<file path="src/sv/fbde_pkg.sv">
// Package for the framebuffer draw engine: frame geometry, command codes,
// transfer structs and the sequencer state type. Depends on nothing.
package fbde_pkg;

    localparam int FRAME_WIDTH  = 800;
    localparam int FRAME_HEIGHT = 600;
    localparam int FRAME_DEPTH  = FRAME_WIDTH * FRAME_HEIGHT;
    localparam int ADDR_W       = $clog2(FRAME_DEPTH);
    localparam int PIX_W        = 24;

    typedef enum logic [2:0] {
        ACT_CLEAR  = 3'd0,
        ACT_PIXEL  = 3'd1,
        ACT_LINE   = 3'd2,
        ACT_RECT   = 3'd3,
        ACT_CIRCLE = 3'd4,
        ACT_READ   = 3'd5
    } action_t;

    typedef struct packed {
        logic [2:0]        action;
        logic signed [11:0] x_start;
        logic signed [11:0] y_start;
        logic signed [11:0] x_end;
        logic signed [11:0] y_end;
        logic [10:0]       rect_width;
        logic [10:0]       rect_height;
        logic [10:0]       radius;
        logic [23:0]       color_rgb;
    } cmd_t;

    typedef struct packed {
        logic [23:0] read_rgb;
        logic        read_valid;
    } rsp_t;

    typedef enum logic [3:0] {
        ST_IDLE,
        ST_CLEAR,
        ST_LINE,
        ST_RECT_H,
        ST_RECT_V,
        ST_CIRC_PLOT,
        ST_CIRC_STEP,
        ST_READ_WAIT,
        ST_READ_DATA,
        ST_DONE
    } state_t;

    // One point handed from the sequencer to the pixel writer.
    typedef struct packed {
        logic               plot;
        logic signed [13:0] x;
        logic signed [13:0] y;
    } point_t;

endpackage

</file>
<file path="src/sv/fbde_plot.sv">
// Pixel writer: clips one point against the frame and forms its row-major
// address, registered. Depends on fbde_pkg.
module fbde_plot
    import fbde_pkg::*;
(
    input  logic              clk,
    input  logic              rst_n,
    input  point_t            pt,
    output logic              wr_en,
    output logic [ADDR_W-1:0] wr_addr
);

    logic              inside_frame;
    logic [ADDR_W-1:0] addr_next;
    logic              wr_en_reg;
    logic [ADDR_W-1:0] wr_addr_reg;

    assign inside_frame = pt.plot && (pt.x >= 0) && (pt.y >= 0)
        && (pt.x < 14'(FRAME_WIDTH)) && (pt.y < 14'(FRAME_HEIGHT));
    assign addr_next = ADDR_W'(pt.y[10:0] * 11'(FRAME_WIDTH))
        + ADDR_W'(pt.x[10:0]);

    always_ff @(posedge clk or negedge rst_n)
    begin
        if (!rst_n)
        begin
            wr_en_reg <= 1'b0;
        end
        else
        begin
            wr_en_reg <= inside_frame;
        end
    end

    always_ff @(posedge clk)
    begin
        wr_addr_reg <= addr_next;
    end

    assign wr_en   = wr_en_reg;
    assign wr_addr = wr_addr_reg;

endmodule

</file>
<file path="config.mk">
export PLATFORM = sky130hd
export DESIGN_NAME = fbde_plot
export DESIGN_NICKNAME = d
export VERILOG_FILES = /design/src/sv/fbde_pkg.sv /design/src/sv/fbde_plot.sv
export SDC_FILE = /design/constraint.sdc
export NUM_CORES = 1
export LEC_CHECK = 0
export ABC_AREA = 0
export ABC_CLOCK_PERIOD_IN_PS = 800
export BUFFER_PORTS_ARGS = -buffer_cell sky130_fd_sc_hd__buf_2
export CAP_MARGIN = 30
export CELL_PAD_IN_SITES_DETAIL_PLACEMENT = 0
export CELL_PAD_IN_SITES_GLOBAL_PLACEMENT = 1
export CORE_UTILIZATION = 43
export CTS_CLUSTER_SIZE = 24
export DETAILED_ROUTE_END_ITERATION = 12
export PLACE_DENSITY = 0.87
export SYNTH_ARGS = -nofsm -noshare
export SYNTH_HDL_FRONTEND = slang
export SYNTH_SLANG_ARGS = --single-unit
export TNS_END_PERCENT = 10
</file>
<file path="constraint.sdc">
create_clock -name clk -period 0.8 [get_ports clk]
set_input_delay 0.16 -clock clk [delete_from_list [all_inputs] [get_ports clk]]
set_output_delay 0.16 -clock clk [all_outputs]
set_load 0.1 [all_outputs]
</file>
==> flow_metrics.py <==
metrics = {
    "clock_network": {
        "ctsLongestPathBuffers": 2,
        "clock_sinks": 20,
        "h-tree-depth": 1,
        "cts_buffers": 3,
        "tritoncts": "done",
        "cts.clk_slew.worst_paths_ns": 0.08,
        "cts-root-buf": "clkbuf_8",
    },
    "status": {
        "status": "finished, violations left",
        "violations": "setup timing",
    },
    "grt": {
        "antenna_found_initial": 0,
        "globalRouteOverflowTotal": 0,
        "grt_util_met3_pct": 3.13,
        "track_usage_pct": 25.7,
        "grt_first_pass_wirelength_um": 8770,
        "met2_usage_pct": 48.8,
        "grt_max_degree": 13,
        "grt_use_met1_pct": 28.3,
        "grt_pass1_vias": 1966,
        "top_usage_layer": "met2",
    },
    "logic_synthesis": {
        "synth_cell_type_count": 44,
        "synth_area_leaders": "ha_1, dfxtp_1, inv_1",
        "synthAdderAreaFrac_pct": 36.8,
        "syn_area_per_cell_um2": 9.23,
        "synth-simple-area-share_pct": 14.7,
        "syn_inst": 207,
        "yosys.area.top_type": "ha_1",
        "synthXorXnorAreaFrac_pct": 9.10,
        "synth.area.mux_share_pct": 0,
        "synth_top_family_by_area": "adder cells",
        "ys_warn_count": 0,
        "yosysTopAreaCellShare_pct": 29.5,
        "synth-seq-cells": 20,
        "yosysSeqAreaShare_pct": 21.2,
        "syn_nets": 290,
        "syn-cell-area_um2": 1910,
        "synth_compound_area_share_pct": 10.7,
    },
    "floorplan": {
        "die_area_um2": 4710,
        "die_w_um": 68.7,
        "ios": 51,
        "die_h_um": 68.7,
        "start_util_pct": 46.1,
        "rows": 23,
        "core_um2": 4140,
    },
    "timing": {
        "max_freq_mhz": 379,
        "slew_headroom_pct": 69.5,
        "hold_slack_ns": 0.154,
        "fin_ws_ns": -1.84,
        "hold_viol": 0,
        "final-setup-viol-count": 34,
        "tns_ns": -19.07,
        "min_period_ns": 2.64,
        "drv_slew": 0,
        "worst_pin_slew_ns": 0.451,
        "timing.final.crit_share_pct": 330,
        "rsz0062_at_grt": "yes",
    },
    "cells_and_area": {
        "drive_gt1_share_pct": 62.8,
        "largest_reg_flops": 19,
        "nets": 407,
        "area_growth_pct": 92.1,
        "diodes": 0,
    },
    "route": {
        "dr.pass1.iters": 4,
        "ant_nets": 0,
        "vias": 1860,
        "detail_route.wl_per_cell_um": 15.2,
        "drc": 0,
        "via_per_inst": 4.99,
        "wl_um": 5670,
        "drt_iter0_drc": 20,
    },
    "worst_setup_path": {
        "endpoint": "wr_addr[16]",
        "cpMostUsedCell": "ha_4",
        "cp_max_fo": 5,
        "crit_buf_inv": 5,
        "crit_path_end_kind": "register",
        "crit_arrival_ns": 2.79,
        "crit_slowest_cell": "fa_1",
        "slowest_delay_ns": 0.50,
        "crit_cells": 15,
        "cp.required_ns": 0.95,
        "setup.worst_path.start": "pt[5]",
        "crit_chain": "buf_8 -> inv_6 -> ha_4 -> ha_4 -> inv_1 -> fa_1 -> inv_2 -> ha_4 -> a21oi_2 -> nand2_2 -> o21a_4 -> nor4b_4 -> nand3b_4 -> buf_4 -> xor2_1",
        "path_class": "in -> reg",
        "crit_path_start_kind": "primary input",
        "cp_top_family": "adder cells",
    },
    "place": {
        "port_buffers": 50,
        "routabilityCongestion": 0.804,
        "dp_hpwl_um": 3990,
    },
    "flow_run": {
        "cap_violations": 0,
    },
    "worst_hold_path": {
        "hold_path.class": "in -> reg",
    },
    "power": {
        "leakagePower_nw": 1.69,
        "powerDensity_nw_per_um2": 2900,
        "ir_drop_mv": 1.69,
    },
}
## through the flow
stage / total power [mW] / area [um^2] / std cells / setup slack [ns] / util (%)
after floorplan: 6.09 / 2150 / 207 / -1.85 / -
after global placement: 8.65 / 3180 / 360 / -2.14 / 76.7
after detailed placement: 8.79 / 3180 / 360 / -2.21 / 76.7
after CTS: 10.3 / 3570 / 370 / -1.84 / 86.1
after global routing: 11.2 / 3670 / 373 / -1.97 / 88.6
final: 10.6 / 3670 / 373 / -1.84 / 88.6
## layout by cell type (no fill, tap or decap), types with 4 or more instances in the layout
master,count
nor2b_1,4
inv_2,7
buf_4,54
inv_1,27
a21oi_1,6
nand3_1,4
ha_4,20
fa_1,5
dfxtp_2,18
dlygate4sd3_1,6
a21oi_2,6
buf_2,24
xnor2_1,13
nor2_1,12
buf_12,23
buf_6,4
ha_1,23
## how the worst min path moves through the flow
| stage | end | cells after the start | slack, ns | from |
|---|---|---|---|---|
| 6_report | wr_addr[5] | 2 | 0.15 | pt[19] |
| 5_1_grt | wr_addr[5] | 2 | 0.14 | pt[19] |
| 4_1_cts | wr_addr[5] | 2 | 0.15 | pt[19] |
| 3_5_place_dp | wr_en | 1 | -0.06 | rst_n |
| 3_3_place_gp | wr_en | 1 | -0.06 | rst_n |
| 2_1_floorplan | wr_en | 0 | -0.14 | rst_n |
## Yosys cell counts (all sizes together)
cell type	number
ha	45
inv	38
dfxtp	19
xnor2	15
nor2	14
a21oi	12
fa	7
nand3	7
nand2	4
nor2b	4
nor3	4
or2	4
xor2	4
o21a	3
o21ai	3
a211oi	2
a21boi	2
and2b	2
nor4b	2
o311a	2
a21o	1
a31oi	1
and2	1
dfrtp	1
nand2b	1
nand3b	1
nand4	1
nor3b	1
nor4	1
o2111ai	1
o22ai	1
o311ai	1
o41ai	1
or3b	1
## layer usage
metal / part of all wire [%] / routed length, um / vias to the layer above
met4: 2.3 / 129 / 0
met3: 1.6 / 90 / 13
met2: 57 / 3230 / 36
met1: 39 / 2220 / 894
met5: 0 / 0 / -
li1: - / - / 917
## area by class of cell
cell class | count | area [um^2]
clock buffer | 3 | 41.3
clock inverter | 1 | 30.0
fill | 184 | 474
inverter | 38 | 163
multi-input combinational | 149 | 1840
sequential | 20 | 428
tap | 50 | 62.6
timing repair buffer | 112 | 1110
## repair_timing
action | in CTS | in global routing
setup endpoints to repair | 34 | 34
pin swaps | 22 | 13
setup buffers | 0 | 3
resized for setup | 64 | 16
hold endpoints to repair | 6 | 0
hold buffers | 6 | 0
## cells by family after synthesis
family / Yosys count
simple gates: 48
fa+ha+maj: 52
flops: 20
buf+inv: 38
compound gates: 30
xor+xnor: 19
## power by group
group	total, mW	internal [mW]	switching, mW	leakage, nW
Combinational	7.98	3.60	4.38	1.48
Sequential	1.63	1.38	0.244	0.174
Clock	1.04	0.669	0.369	0.0357
Total	10.6	5.65	4.99	1.69
No activity file was read; power rests on OpenSTA's default activity.
